**src/rtl/core/stpf_pkg.sv**
```systemverilog
`default_nettype none
// ----------------------------------------------------------------------------
// stpf_pkg
// Types, codes and helpers shared by the site type and polymorphism filter.
// ----------------------------------------------------------------------------
package stpf_pkg;

  localparam int unsigned SymW   = 8;
  localparam int unsigned NumCls = 8;
  localparam int unsigned CntW   = 2;
  localparam int unsigned DataW  = 32;
  localparam int unsigned AddrW  = 3;

  typedef enum logic [2:0] {
    CLS_ZERO = 3'd0,
    CLS_ONE  = 3'd1,
    CLS_GAP  = 3'd2,
    CLS_A    = 3'd3,
    CLS_C    = 3'd4,
    CLS_G    = 3'd5,
    CLS_T    = 3'd6,
    CLS_BAD  = 3'd7
  } stpf_cls_e;

  typedef enum logic [2:0] {
    DT_INVALID     = 3'd0,
    DT_OTHER       = 3'd1,
    DT_BINARY      = 3'd2,
    DT_BINARY_GAPS = 3'd3,
    DT_DNA         = 3'd4,
    DT_DNA_GAPS    = 3'd5,
    DT_MISSING     = 3'd6
  } stpf_dtype_e;

  typedef enum logic {
    REG_SINGLETON_FILTER = 1'b0
  } stpf_reg_e;

  localparam logic [CntW-1:0] CntSat = 2'd2;

  typedef logic [CntW-1:0] stpf_cnt_t [NumCls];

  typedef struct packed {
    logic [SymW-1:0] symbol;
    logic            last;
  } stpf_item_t;

  typedef struct packed {
    logic valid;
    logic last;
    logic fire;
  } stpf_s1_stat_t;

  function automatic stpf_cls_e stpf_classify(input logic [SymW-1:0] ch);
    stpf_cls_e c;
    case (ch) inside
      8'h30:        c = CLS_ZERO;
      8'h31:        c = CLS_ONE;
      8'h2d, 8'h4e: c = CLS_GAP;
      8'h41:        c = CLS_A;
      8'h43:        c = CLS_C;
      8'h47:        c = CLS_G;
      8'h54:        c = CLS_T;
      default:      c = CLS_BAD;
    endcase
    return c;
  endfunction

endpackage
`default_nettype wire

```
**src/rtl/core/stpf_in_if.sv**
```systemverilog
`default_nettype none
// ----------------------------------------------------------------------------
// stpf_in_if
// Character request channel: one site character per request.
// ----------------------------------------------------------------------------
interface stpf_in_if
  import stpf_pkg::*;
();
  logic            valid;
  logic            ready;
  logic [SymW-1:0] symbol;
  logic            last;

  modport source (output valid, output symbol, output last, input ready);
  modport sink   (input valid, input symbol, input last, output ready);
endinterface
`default_nettype wire

```
**src/rtl/core/stpf_out_if.sv**
```systemverilog
`default_nettype none
// ----------------------------------------------------------------------------
// stpf_out_if
// Result request channel: data type and discard flag of one site.
// ----------------------------------------------------------------------------
interface stpf_out_if ();
  logic       valid;
  logic       ready;
  logic [2:0] data_type;
  logic       discard;

  modport source (output valid, output data_type, output discard, input ready);
  modport sink   (input valid, input data_type, input discard, output ready);
endinterface
`default_nettype wire

```
**src/rtl/core/stpf_in_stage.sv**
```systemverilog
`default_nettype none
// ----------------------------------------------------------------------------
// stpf_in_stage
// Input register for one character; a last character waits here while the
// result register is still occupied.
// ----------------------------------------------------------------------------
module stpf_in_stage
  import stpf_pkg::*;
(
  input  wire logic    clk_i,
  input  wire logic    rst_ni,
  stpf_in_if.sink      in_i,
  input  wire logic    out_free_i,
  output stpf_item_t   item_o,
  output stpf_s1_stat_t stat_o
);

  logic       valid_q, valid_d;
  stpf_item_t item_q;
  logic       fire;
  logic       take;

  assign fire      = valid_q & (~item_q.last | out_free_i);
  assign in_i.ready = ~valid_q | fire;
  assign take      = in_i.valid & in_i.ready;

  always_comb begin
    valid_d = valid_q;
    if (take) begin
      valid_d = 1'b1;
    end else if (fire) begin
      valid_d = 1'b0;
    end
  end

  always_ff @(posedge clk_i or negedge rst_ni) begin
    if (!rst_ni) begin
      valid_q <= 1'b0;
    end else begin
      valid_q <= valid_d;
    end
  end

  always_ff @(posedge clk_i) begin
    if (take) begin
      item_q.symbol <= in_i.symbol;
      item_q.last   <= in_i.last;
    end
  end

  assign item_o      = item_q;
  assign stat_o.valid = valid_q;
  assign stat_o.last  = item_q.last;
  assign stat_o.fire  = fire;

endmodule
`default_nettype wire

```
**src/rtl/core/stpf_site_eval.sv**
```systemverilog
`default_nettype none
// ----------------------------------------------------------------------------
// stpf_site_eval
// Per-site class counters, polymorphism tracking and the result register
// holding data type and discard flag.
// ----------------------------------------------------------------------------
module stpf_site_eval
  import stpf_pkg::*;
(
  input  wire logic          clk_i,
  input  wire logic          rst_ni,
  input  wire stpf_item_t    item_i,
  input  wire stpf_s1_stat_t stat_i,
  input  wire logic          singleton_filter_i,
  stpf_out_if.source         out_o
);

  stpf_cnt_t   cnt_q, cnt_d, cnt_upd;
  logic        poly_q, poly_d, poly_upd;
  logic        gap_q, gap_d, gap_upd;
  logic        ovalid_q, ovalid_d;
  stpf_dtype_e dtype_q, dtype;
  logic        discard_q, discard;
  stpf_cls_e   cls;
  logic [NumCls-1:0] nz;
  logic        dna_any, dna_two, bin, dna, gaps, poly, single;
  logic        load;

  assign cls  = stpf_classify(item_i.symbol);
  assign load = stat_i.fire & item_i.last;

  always_comb begin
    for (int k = 0; k < NumCls; k++) begin
      cnt_upd[k] = cnt_q[k];
      if ((k == int'(cls)) && (cnt_q[k] != CntSat)) begin
        cnt_upd[k] = cnt_q[k] + 2'd1;
      end
      nz[k] = (cnt_upd[k] != '0);
    end
  end

  assign dna_any = nz[CLS_A] | nz[CLS_C] | nz[CLS_G] | nz[CLS_T];
  assign dna_two = (nz[CLS_A] & (nz[CLS_C] | nz[CLS_G] | nz[CLS_T]))
                 | (nz[CLS_C] & (nz[CLS_G] | nz[CLS_T]))
                 | (nz[CLS_G] & nz[CLS_T]);
  assign gap_upd  = gap_q | ((cls == CLS_GAP) & ~poly_q);
  assign poly_upd = poly_q | (nz[CLS_ZERO] & nz[CLS_ONE]) | dna_two;

  assign gaps = nz[CLS_GAP];
  assign bin  = (nz[CLS_ZERO] | nz[CLS_ONE]) & ~dna_any;
  assign dna  = dna_any & ~nz[CLS_ZERO] & ~nz[CLS_ONE];

  always_comb begin
    if (nz[CLS_BAD]) begin
      dtype = DT_INVALID;
    end else if (bin) begin
      dtype = gaps ? DT_BINARY_GAPS : DT_BINARY;
    end else if (dna) begin
      dtype = gaps ? DT_DNA_GAPS : DT_DNA;
    end else if (gaps) begin
      dtype = DT_MISSING;
    end else begin
      dtype = DT_OTHER;
    end
  end

  always_comb begin
    if (bin) begin
      poly   = nz[CLS_ZERO] & nz[CLS_ONE];
      single = (cnt_upd[CLS_ZERO] == 2'd1) | (cnt_upd[CLS_ONE] == 2'd1);
    end else begin
      poly   = dna_two;
      single = (cnt_upd[CLS_A] == 2'd1) | (cnt_upd[CLS_C] == 2'd1)
             | (cnt_upd[CLS_G] == 2'd1) | (cnt_upd[CLS_T] == 2'd1);
    end
  end

  always_comb begin
    case (dtype) inside
      DT_MISSING: begin
        discard = 1'b1;
      end
      DT_BINARY, DT_BINARY_GAPS, DT_DNA, DT_DNA_GAPS: begin
        if (singleton_filter_i) begin
          discard = ~poly | single | gaps;
        end else begin
          discard = ~poly_upd | gap_upd;
        end
      end
      default: begin
        discard = 1'b0;
      end
    endcase
  end

  always_comb begin
    cnt_d  = cnt_q;
    poly_d = poly_q;
    gap_d  = gap_q;
    if (stat_i.fire) begin
      if (item_i.last) begin
        for (int k = 0; k < NumCls; k++) begin
          cnt_d[k] = '0;
        end
        poly_d = 1'b0;
        gap_d  = 1'b0;
      end else begin
        cnt_d  = cnt_upd;
        poly_d = poly_upd;
        gap_d  = gap_upd;
      end
    end
  end

  always_comb begin
    ovalid_d = ovalid_q;
    if (load) begin
      ovalid_d = 1'b1;
    end else if (out_o.ready) begin
      ovalid_d = 1'b0;
    end
  end

  always_ff @(posedge clk_i or negedge rst_ni) begin
    if (!rst_ni) begin
      for (int k = 0; k < NumCls; k++) begin
        cnt_q[k] <= '0;
      end
      poly_q   <= 1'b0;
      gap_q    <= 1'b0;
      ovalid_q <= 1'b0;
    end else begin
      cnt_q    <= cnt_d;
      poly_q   <= poly_d;
      gap_q    <= gap_d;
      ovalid_q <= ovalid_d;
    end
  end

  always_ff @(posedge clk_i) begin
    if (load) begin
      dtype_q   <= dtype;
      discard_q <= discard;
    end
  end

  assign out_o.valid     = ovalid_q;
  assign out_o.data_type = dtype_q;
  assign out_o.discard   = discard_q;

endmodule
`default_nettype wire

```
**src/rtl/core/site_type_and_polymorphism_filter.sv**
```systemverilog
`default_nettype none
// ----------------------------------------------------------------------------
// site_type_and_polymorphism_filter
// Classifies one alignment site from its characters and flags it for discard.
// ----------------------------------------------------------------------------
// Usage:
//   in_i carries one ASCII character per request, last marks the final one
//   of a site. out_o carries one result per site: data type and discard.
//   APB register 0 (byte address 0), bit 0: singleton filter enable.
// Throughput: one character per cycle unless a last character is held, set by
//   the single input register and the counter update between it and the result register.
// Result path: the last character passes the input register, then the result
//   register, which raises out_o.valid.
// Stall: while a result waits on out_o, non-last characters keep flowing;
//   a last character is held in the input register until the result
//   register is taken, and in_i.ready drops for that time.
// Reset: all class counters, site flags and the filter enable are cleared,
//   no result is pending.
// ----------------------------------------------------------------------------
module site_type_and_polymorphism_filter
  import stpf_pkg::*;
(
  input  wire logic             clk_i,
  input  wire logic             rst_ni,
  stpf_in_if.sink               in_i,
  stpf_out_if.source            out_o,
  input  wire logic             psel,
  input  wire logic             penable,
  input  wire logic             pwrite,
  input  wire logic [AddrW-1:0] paddr,
  input  wire logic [DataW-1:0] pwdata,
  output      logic [DataW-1:0] prdata,
  output      logic             pready
);

  stpf_item_t    item;
  stpf_s1_stat_t s1_stat;
  logic          out_free;
  logic          filt_q, filt_d;
  stpf_reg_e     reg_idx;

  assign out_free = ~out_o.valid | out_o.ready;
  assign pready   = 1'b1;
  assign reg_idx  = stpf_reg_e'(paddr[2]);

  always_comb begin
    filt_d = filt_q;
    if (psel && penable && pwrite && pready) begin
      unique case (reg_idx)
        REG_SINGLETON_FILTER: filt_d = pwdata[0];
        default:              filt_d = filt_q;
      endcase
    end
  end

  always_comb begin
    unique case (reg_idx)
      REG_SINGLETON_FILTER: prdata = {{(DataW-1){1'b0}}, filt_q};
      default:              prdata = '0;
    endcase
  end

  always_ff @(posedge clk_i or negedge rst_ni) begin
    if (!rst_ni) begin
      filt_q <= 1'b0;
    end else begin
      filt_q <= filt_d;
    end
  end

  stpf_in_stage u_in_stage (
    .clk_i      (clk_i),
    .rst_ni     (rst_ni),
    .in_i       (in_i),
    .out_free_i (out_free),
    .item_o     (item),
    .stat_o     (s1_stat)
  );

  stpf_site_eval u_site_eval (
    .clk_i              (clk_i),
    .rst_ni             (rst_ni),
    .item_i             (item),
    .stat_i             (s1_stat),
    .singleton_filter_i (filt_q),
    .out_o              (out_o)
  );

  a_last_blocks: assert property (@(posedge clk_i) disable iff (!rst_ni)
    (s1_stat.valid && s1_stat.last && out_o.valid && !out_o.ready) |-> !in_i.ready)
    else $error("last character accepted past a stalled result");

  a_result_src: assert property (@(posedge clk_i) disable iff (!rst_ni)
    $rose(out_o.valid) |-> $past(s1_stat.fire && s1_stat.last))
    else $error("result without a last character");

  a_empty_ready: assert property (@(posedge clk_i) disable iff (!rst_ni)
    !s1_stat.valid |-> in_i.ready)
    else $error("input stalled with an empty input register");

endmodule
`default_nettype wire

```
**src/flat_wrapper.sv**
```systemverilog
// flat-port wrapper written by rule: the top's interface ports become plain ports
module site_type_and_polymorphism_filter_flat import stpf_pkg::*;
  (clk_i, rst_ni, psel, penable, pwrite, paddr, pwdata, prdata, pready, in_i_valid, in_i_symbol, in_i_last, in_i_ready, out_o_valid, out_o_data_type, out_o_discard, out_o_ready);
  stpf_in_if in_i_i ();
  stpf_out_if out_o_i ();
  input  wire logic clk_i;
  input  wire logic rst_ni;
  input  wire logic psel;
  input  wire logic penable;
  input  wire logic pwrite;
  input  wire logic [AddrW-1:0] paddr;
  input  wire logic [DataW-1:0] pwdata;
  output      logic [DataW-1:0] prdata;
  output      logic pready;
  input wire logic [$bits(in_i_i.valid)-1:0] in_i_valid;
  input wire logic [$bits(in_i_i.symbol)-1:0] in_i_symbol;
  input wire logic [$bits(in_i_i.last)-1:0] in_i_last;
  output wire logic [$bits(in_i_i.ready)-1:0] in_i_ready;
  output wire logic [$bits(out_o_i.valid)-1:0] out_o_valid;
  output wire logic [$bits(out_o_i.data_type)-1:0] out_o_data_type;
  output wire logic [$bits(out_o_i.discard)-1:0] out_o_discard;
  input wire logic [$bits(out_o_i.ready)-1:0] out_o_ready;
  assign in_i_i.valid = in_i_valid;
  assign in_i_i.symbol = in_i_symbol;
  assign in_i_i.last = in_i_last;
  assign in_i_ready = in_i_i.ready;
  assign out_o_valid = out_o_i.valid;
  assign out_o_data_type = out_o_i.data_type;
  assign out_o_discard = out_o_i.discard;
  assign out_o_i.ready = out_o_ready;
  site_type_and_polymorphism_filter u_core (.clk_i(clk_i), .rst_ni(rst_ni), .in_i(in_i_i), .out_o(out_o_i), .psel(psel), .penable(penable), .pwrite(pwrite), .paddr(paddr), .pwdata(pwdata), .prdata(prdata), .pready(pready));
endmodule
```
**config.mk**
```make
export PLATFORM = sky130hd
export DESIGN_NAME = site_type_and_polymorphism_filter_flat
export DESIGN_NICKNAME = d
export VERILOG_FILES = /design/src/rtl/core/stpf_pkg.sv /design/src/rtl/core/stpf_in_if.sv /design/src/rtl/core/stpf_out_if.sv /design/src/rtl/core/stpf_in_stage.sv /design/src/rtl/core/stpf_site_eval.sv /design/src/rtl/core/site_type_and_polymorphism_filter.sv /design/src/flat_wrapper.sv
export SDC_FILE = /design/constraint.sdc
export NUM_CORES = 1
export LEC_CHECK = 0
export ABC_AREA = 0
export ABC_CLOCK_PERIOD_IN_PS = 3200
export BUFFER_PORTS_ARGS = -buffer_cell sky130_fd_sc_hd__buf_2
export CAP_MARGIN = 20
export CORE_ASPECT_RATIO = 1.2
export CORE_MARGIN = 1.5
export CORE_UTILIZATION = 50
export DETAILED_ROUTE_END_ITERATION = 6
export HOLD_SLACK_MARGIN = 0.03
export PLACE_DENSITY_LB_ADDON = 0.1
export SKIP_LAST_GASP = 1
export SLEW_MARGIN = 10
export SYNTH_ARGS = -nofsm -noshare
export SYNTH_HDL_FRONTEND = slang
export SYNTH_HIERARCHICAL = 1
export SYNTH_SLANG_ARGS = --single-unit
```
**constraint.sdc**
```tcl
create_clock -name clk_i -period 3.2 [get_ports clk_i]
set_input_delay 0.64 -clock clk_i [delete_from_list [all_inputs] [get_ports clk_i]]
set_output_delay 0.64 -clock clk_i [all_outputs]
set_load 0.03 [all_outputs]
```
==> results of run 1 <==
## cells in the final DEF (no fill, tap or decap), types with 4 or more instances in the layout
cell type / n
mux2i_1: 5
dfrtp_1: 21
buf_4: 15
edfxtp_1: 13
conb_1: 32
nand2_1: 15
ha_1: 10
o21ai_0: 6
nand3_1: 4
buf_2: 24
nor3_1: 11
and2_1: 4
clkbuf_8: 6
a21oi_1: 13
inv_1: 22
o22ai_1: 13
nand2b_1: 6
nor2_1: 15
o211ai_1: 4
nand4_1: 4
## power by group
part           leakage (µW)  internal (µW)  switching (µW)
Combinational      0.000770            327             466
Clock             0.0000472            173             165
Sequential         0.000404            545            67.6
## stage by stage
step	setup TNS (ps)	worst slack, ps	cell area [µm²]	hold slack [ps]	util
2_1_floorplan	0	283	2610	344	-
3_3_place_gp	0	105	2590	473	0.533
3_5_place_dp	0	84.3	2590	478	0.533
4_1_cts	0	67.7	2690	330	0.552
5_1_grt	-12.8	-12.8	2750	344	0.564
6_report	0	104	2750	306	0.564
## worst max path at each step
stage                                                          end  slack [ps]  cells past startpoint
detailed placement  u_core/u_site_eval/out_o.discard$_SDFFCE_PN1P_          80                     10
CTS                 u_core/u_site_eval/out_o.discard$_SDFFCE_PN1P_          70                     10
global route        u_core/u_site_eval/out_o.discard$_SDFFCE_PN1P_         -10                     10
floorplan           u_core/u_site_eval/out_o.discard$_SDFFCE_PN1P_         280                     10
global placement    u_core/u_site_eval/out_o.discard$_SDFFCE_PN1P_         100                     10
finish              u_core/u_site_eval/out_o.discard$_SDFFCE_PN1P_         100                     10
## registers in the layout (all words and copies together) (netlist names)
register and flops:
u_core/u_site_eval/gap_q 1, u_core/u_site_eval/out_o.valid 1, u_core/u_site_eval/out_o.data_type 3, u_core/u_site_eval/out_o.discard 1
u_core/u_site_eval/cnt_q 16, u_core/filt_q 1, u_core/u_in_stage/item_o 9, u_core/u_site_eval/poly_q 1
u_core/u_in_stage/valid_q 1
## area by class of cell
class	count	share of cell area
inverters	22	0.0301
multi-input cells	203	0.490
flip-flops and latches	34	0.333
clock buffers	6	0.0301
clock inverters	2	0.00455
well taps	60	0.0273
repair buffers	39	0.0847
## worst reg2reg max path: cells and delay by family, from the launching register on
kind | cells | cell delay, ps
AOI/OAI and AO/OA | 3 | 500
adders and majority gates | 1 | 240
DFF | 1 | 530
and+or+nand+nor | 6 | 1710
## per-layer routing
layer	up-vias	GRT usage
met5	-	0
met4	0	0.0673
met3	6	0.0378
met2	54	0.321
met1	930	0.245
li1	994	-
## timing repair
item,CTS,global route
endpoints found under the setup margin,0,1
gates resized for setup,0,4
hold buffers,0,0
buffers inserted,0,4
==> metrics, run 1 <==
critical path class reg2reg; CP startpoint kind flop; slowest stage cell, crit path or4b_1; routed wl met2 2.35 mm; DRT met1 WL 2.12 mm; cts bufs inserted 5; routed vias 1984; Post-Route WL 4.74 mm; die span in x 67.5 µm; period utilization 0.967; CP max FO 9; Multi-input gate area 1350 µm²; Initial Utilization 0.513; starting DRC count in detailed routing 89; Tightest Hold Check Type in2async; largest net degree at the start of global routing 22; Final Max Slew Viols 0; IO buf count 24; wire per inst 12.9 µm; leakage 0.00122 µW; DIE AREA 5430 µm²; most frequent CP cell nand2b_1; CTS clk-pin slew, worst paths 80 ps; Max Buffers Root-to-Sink 2; top sig layer met4; crit path from u_core/u_in_stage/item_o[3]$_DFFE_PP_; WP data arrival 3250 ps; syn_area_per_cell 9.21 µm²; initial antenna violation count 0; status completed; CP max stage delay 610 ps; drc violations 0; GRT Residual Overflow 0; fmax 323 MHz; Power Total 1740 µW; DR vias/cell 5.42; CTS tree done; routability cong. 0.884; GR Util All Layers 0.193; Core Box Area 4870 µm²; Reg-to-Reg End u_core/u_site_eval/out_o.discard$_SDFFCE_PN1P_; crit end category flop; ratio of cells with drive above 1 in the final layout 0.209; family with the most delay on the worst path simple AND/OR/NAND/NOR gates; fillcell total 490; # rows 28; crit path cell chain or4b_1 > nor4_1 > o22ai_1 > a21oi_1 > nand2_1 > nand2b_1 > ha_1 > nand2b_1 > or4_4 > a2bb2oi_2; CP required 3350 ps; io pins 90; final setup vio count 0; Seq. cell area 916 µm²; Final ANT Viol Nets 0; worst slew pin tran 529 ps; Worst slew margin 0.647; Mapped Cells 271; Root Driver clkbuf_8; worst IR drop on VDD 391 µV; clock sink count 34; die height 80.4 µm; Buf/Inv on CP 0; final hold vios 0; first-pass GRT wire length 7.80 mm; Reg-to-Reg Start u_core/u_in_stage/item_o[3]$_DFFE_PP_; max-capacitance violation count 0; worst-skew pair later-pin latency 290 ps; placed cells 354; nets 366; Power Density 635 nW/µm²; met3 routed wirelength 175 µm; post-route minimum period 3100 ps; flop-to-flop setup slack 100 ps; Mapped Area 2500 µm²; Ant. Diodes 0; Layout Skew 9.88 ps; Reg2Reg Depth 10; vias in the first global route 1680; Final Non-Filler Cells 366; Area Overhead vs Synth 10.1%; DP Wirelength 3.55 mm; H-tree levels 2; Pre-antenna DRT Iters 4; Yosys Warn Count 6
Power figures use the tool's default switching activity.
==> run 2, diff against run 1 <==
--- a/config.mk
+++ b/config.mk
@@ -15,6 +15,7 @@
 export DETAILED_ROUTE_END_ITERATION = 6
 export HOLD_SLACK_MARGIN = 0.03
 export PLACE_DENSITY_LB_ADDON = 0.1
+export RECOVER_POWER = 50
 export SKIP_LAST_GASP = 1
 export SLEW_MARGIN = 10
 export SYNTH_ARGS = -nofsm -noshare
==> run 2 against run 1 <==
Clock skew is essentially flat. First-iteration DRC count shrank 2.2%. Total power shrank 0.16%. Cell count is the same. Wire length grew 0.53%. Critical endpoint unchanged.
==> metrics, run 2 (same netlist as run 1, synthesis figures left out) <==
CP max stage delay 600 ps; fmax 323 MHz; routability cong. 0.884; post-route minimum period 3090 ps; starting DRC count in detailed routing 87; Max Buffers Root-to-Sink 2; io pins 90; DP Wirelength 3.55 mm; family with the most delay on the worst path simple AND/OR/NAND/NOR gates; vias in the first global route 1680; end-of-flow core utilization 0.560; drc violations 0; nets 366; setup TNS 0 ps; Layout Skew 9.74 ps; most common cell after layout, fill and taps aside conb_1; Largest register FFs 16; pre-CTS worst setup slack 84.3 ps; Final ANT Viol Nets 0; Root Driver clkbuf_8; Area Overhead vs Synth 9.27%; # rows 28; Pre-antenna DRT Iters 4; Buf/Inv on CP 0; GR Util All Layers 0.193; final hold slack 501 ps; cts bufs inserted 5; Power Density 638 nW/µm²; worst-skew pair later-pin latency 290 ps; Worst slew margin 0.207; setup ws final 108 ps; largest net degree at the start of global routing 22; Core Box Area 4870 µm²; hold buffer count at cts 0; worst IR drop on VDD 386 µV; Tightest Hold Check Type reg2reg; CP max FO 9; clock sink count 34; initial antenna violation count 0; critical path class reg2reg; wire per inst 13.0 µm; DR vias/cell 5.35; Multi-input gate area 1330 µm²; DIE AREA 5430 µm²; Biggest register u_core/u_site_eval/cnt_q; Ant. Diodes 0; die height 80.4 µm; ratio of cells with drive above 1 in the final layout 0.196; CP required 3350 ps; routed vias 1959; Post-Route WL 4.76 mm; slowest stage cell, crit path or4b_1; period utilization 0.966; max-capacitance violation count 0; leakage 0.00120 µW; WP data arrival 3250 ps; IO buf count 24; worst slew pin tran 1190 ps; GRT Residual Overflow 0; Non-Filler Cell Area, Final 2730 µm²; most frequent CP cell nand2b_1; first-pass GRT wire length 7.80 mm; final hold vios 0; crit path cell chain or4b_1 > nor4_1 > o22ai_1 > a21oi_1 > nand2_1 > nand2b_1 > ha_1 > nand2b_1 > or4_4 > a2bb2oi_2; Initial Utilization 0.513; die span in x 67.5 µm; final setup vio count 0; CTS tree done; crit end category flop; Post-DP Area 2590 µm²; most frequent cells in the layout conb_1 (32), buf_2 (23), inv_1 (22); Seq. cell area 916 µm²; flop-to-flop setup slack 110 ps; CTS clk-pin slew, worst paths 80 ps; status completed; Final Max Slew Viols 0; fillcell total 493; CP startpoint kind flop; H-tree levels 2
==> run 2: per-stage QoR <==
step / total power, µW / std cells
2_1_floorplan: 1270 / 301
5_1_grt: 1880 / 366
3_5_place_dp: 1400 / 354
6_report: 1740 / 366
4_1_cts: 1740 / 362
3_3_place_gp: 1390 / 354
==> run 2: layout make-up <==
class / instances / area share
Sequential cell: 34 / 0.336
Inverter: 22 / 0.0303
Tap cell: 60 / 0.0275
Timing Repair Buffer: 39 / 0.0835
Clock buffer: 6 / 0.0303
Multi-Input combinational cell: 203 / 0.488
Clock inverter: 2 / 0.00459
==> run 2: worst paths after layout <==
kind / startpoint / to / cells past startpoint
max: u_core/u_in_stage/item_o[3]$_DFFE_PP_ / u_core/u_site_eval/out_o.discard$_SDFFCE_PN1P_ / 10
min: u_core/u_site_eval/gap_q$_DFFE_PN0P_ / u_core/u_site_eval/gap_q$_DFFE_PN0P_ / 2
max reg2reg: u_core/u_in_stage/item_o[3]$_DFFE_PP_ / u_core/u_site_eval/out_o.discard$_SDFFCE_PN1P_ / 10
min reg2reg: u_core/u_site_eval/gap_q$_DFFE_PN0P_ / u_core/u_site_eval/gap_q$_DFFE_PN0P_ / 2
max in group asynchronous: rst_ni / u_core/u_site_eval/cnt_q[1]$_DFFE_PN0P_ / 1
min in group asynchronous: rst_ni / u_core/u_site_eval/cnt_q[8]$_DFFE_PN0P_ / 1
==> run 2: worst reg2reg max path, delay by kind of cell, from the launching register on <==
| family | cells | cell delay, ps |
|---|---|---|
| AO/OA/AOI/OAI | 3 | 500 |
| adder cells (fa/ha/maj) | 1 | 240 |
| flip-flops | 1 | 530 |
| AND/OR/NAND/NOR | 6 | 1710 |
==> run 2: routing by layer <==
layer | wire length [µm] | global-route usage
met1 | 2150 | 0.245
met2 | 2340 | 0.321
met3 | 181 | 0.0378
met4 | 85 | 0.0673
met5 | 0 | 0
==> run 2: power breakdown <==
part | switching [µW] | total (µW) | leakage, µW | internal [µW]
Clock | 165 | 338 | 0.0000472 | 173
Sequential | 67.7 | 613 | 0.000404 | 545
Combinational | 465 | 791 | 0.000746 | 325
Total | 698 | 1740 | 0.00120 | 1040
==> run 2: repair_timing <==
item                       4_1_cts  5_1_grt
setup buffers                    0        4
resized for setup                0        4
setup endpoints to repair        0        1
==> run 3, diff against run 2 <==
--- a/config.mk
+++ b/config.mk
@@ -20,5 +20,4 @@
 export SLEW_MARGIN = 10
 export SYNTH_ARGS = -nofsm -noshare
 export SYNTH_HDL_FRONTEND = slang
-export SYNTH_HIERARCHICAL = 1
 export SYNTH_SLANG_ARGS = --single-unit
==> run 3 against run 2 <==
First-iteration DRC count is 24% higher. Clock-buffer cell count stayed put. Highest routed layer unchanged. Largest power group unchanged. Wire length is 19% higher. Global-route usage is 3.8 points higher. Synthesized cell count stayed put. The run now ends with negative setup slack left. Total power is 3.5% higher. Cell count is 9.8% higher.
==> metrics, run 3 <==
ratio of cells with drive above 1 in the final layout 0.275; Largest register FFs 16; wire per inst 14.0 µm; status finished, violations left; Ant. Diodes 0; Synth area leaders dfrtp_1 (21%), edfxtp_1 (15%), buf_4 (9.5%); DP Wirelength 4.10 mm; die height 80.8 µm; Final ANT Viol Nets 0; die span in x 67.8 µm; CP max FO 4; Post-Route WL 5.65 mm; DR vias/cell 5.26; Post-DP Area 2860 µm²; worst IR drop on VDD 354 µV; count leader, synth buf_4; GRT Residual Overflow 0; top post-synthesis cells by count buf_4 (32), nor2_1 (23), dfrtp_1 (21), nand2_1 (20), o21ai_0 (16); fmax 300 MHz; failing checks negative setup slack; final setup vio count 1; Post-synth ARST share 0.618; nets 402; worst slew pin tran 1210 ps; pre-CTS worst setup slack -200 ps; max-capacitance violation count 0; Mapped Area 2520 µm²; drc violations 0; vias in the first global route 2052; setup ws final -130 ps; clock sink count 34; initial antenna violation count 0; leakage 0.00132 µW; Area Overhead vs Synth 20.5%; routability cong. 0.877; CTS tree done; Initial Utilization 0.514; WP data arrival 3500 ps; Yosys cell types 55; GR Util All Layers 0.231; post-route minimum period 3330 ps; syn_area_per_cell 9.30 µm²; most frequent cells in the layout buf_4 (46), conb_1 (32), nor2_1 (23); io pins 90; Mapped Cells 271; IO buf count 24; first-pass GRT wire length 9.51 mm; RSZ-0062 raised after global routing true; H-tree levels 2; routed vias 2115; critical path class reg2reg; CP startpoint kind flop; top cell type's share of synthesized area 0.208; flops & latches, synth 34; DIE AREA 5480 µm²; Yosys top cell by area dfrtp_1; largest net degree at the start of global routing 22; CTS clk-pin slew, worst paths 70 ps; most common cell after layout, fill and taps aside buf_4; end-of-flow core utilization 0.620; starting DRC count in detailed routing 108; cts bufs inserted 5; Max Buffers Root-to-Sink 2; period utilization 1.04; EDFF count, synth 13; Core Box Area 4900 µm²; Tightest Hold Check Type reg2reg; Power Density 593 nW/µm²; final hold slack 504 ps; CP required 3370 ps; Yosys Warn Count 0; Non-Filler Cell Area, Final 3040 µm²; # rows 28; Root Driver clkbuf_8; Post-synth top flop dfrtp_1; Pre-antenna DRT Iters 4; Final Max Slew Viols 0; Worst slew margin 0.193; worst-skew pair later-pin latency 290 ps; crit end category flop; final hold vios 0; sequential area share after synthesis 0.363; hold buffer count at cts 0; Layout Skew 7.03 ps; Biggest register u_core.u_site_eval.cnt_q
[run 3: cell types whose count changed in the layout (fill, tap and decap cells not counted), sizes merged, moves of 4 or more]
cell,delta
o22ai,-8
o21a,+4
nor2b,+4
nand2b,-4
mux2i,+7
nor3,-5
buf,+28
inv,-7
nand2,+5
nor2,+8
nand4,-4
o21ai,+9
nor3b,+4
[run 3: routing by layer]
metal	global-route usage	up-vias	wire, µm
met5	0	-	0
met4	0.0820	0	140
met3	0.0388	13	175
met2	0.381	51	2760
met1	0.303	988	2570
li1	-	1063	-
[run 3: final cells by class]
cell class	instances	area, µm²
timing repair buffer	70	459
multi-input combinational	215	1450
clock inverter	2	8.76
inverter	15	56.3
sequential	34	916
fill	452	1870
tap	60	75.1
clock buffer	6	72.6
[run 3: worst paths after layout]
check / startpoint / end / slack, ps / cells past startpoint
hold / removal: u_core.u_site_eval.gap_q$_DFFE_PN0P_ / u_core.u_site_eval.gap_q$_DFFE_PN0P_ / 500 / 2
setup / recovery: u_core.u_in_stage.item_o[8]$_DFFE_PP_ / u_core.u_site_eval.out_o.discard$_SDFFCE_PN1P_ / -130 / 11
max in group asynchronous: rst_ni / u_core.u_site_eval.cnt_q[10]$_DFFE_PN0P_ / 1900 / 1
hold reg to reg: u_core.u_site_eval.gap_q$_DFFE_PN0P_ / u_core.u_site_eval.gap_q$_DFFE_PN0P_ / 500 / 2
min in group asynchronous: rst_ni / u_core.u_site_eval.cnt_q[8]$_DFFE_PN0P_ / 580 / 1
setup reg to reg: u_core.u_in_stage.item_o[8]$_DFFE_PP_ / u_core.u_site_eval.out_o.discard$_SDFFCE_PN1P_ / -130 / 11
[run 3: per-stage QoR]
| step | setup TNS, ps | power [µW] | cells |
|---|---|---|---|
| CTS | -115 | 1790 | 401 |
| finish | -130 | 1800 | 402 |
| floorplan | -81.9 | 1180 | 301 |
| global placement | -185 | 1400 | 386 |
| detailed placement | -200 | 1410 | 386 |
| global route | -333 | 1940 | 402 |
[run 3: kinds of logic after synthesis]
group           after synthesis  share of synthesized area
simple gates                101                      0.241
compound gates               57                      0.158
buf+inv                      52                      0.126
flops                        34                      0.363
mux                          14                     0.0566
fa+ha+maj                    10                     0.0496
other cells                   2                    0.00298
xor+xnor                      1                    0.00347
[run 3: timing repair]
action / 4_1_cts / 5_1_grt
pin swaps: 3 / 0
resized for setup: 6 / 4
endpoints found under the setup margin: 1 / 3
setup buffers: 7 / 1
[run 3: critical path, stage by stage (launching register included)]
cell	delay, ps
edfxtp_1	430
or4b_4	580
o21a_1	240
o221a_2	280
mux2i_2	240
nand2_1	90
o21ai_2	140
ha_1	260
or4b_4	520
o211ai_1	180
o22a_1	150
o21a_1	110
[run 3: report_power, final]
| group | internal [µW] | switching (µW) | leakage (µW) |
|---|---|---|---|
| combinational | 411 | 464 | 0.000878 |
| sequential | 540 | 71.0 | 0.000402 |
| clock | 150 | 166 | 0.0000426 |
| total | 1100 | 700 | 0.00132 |
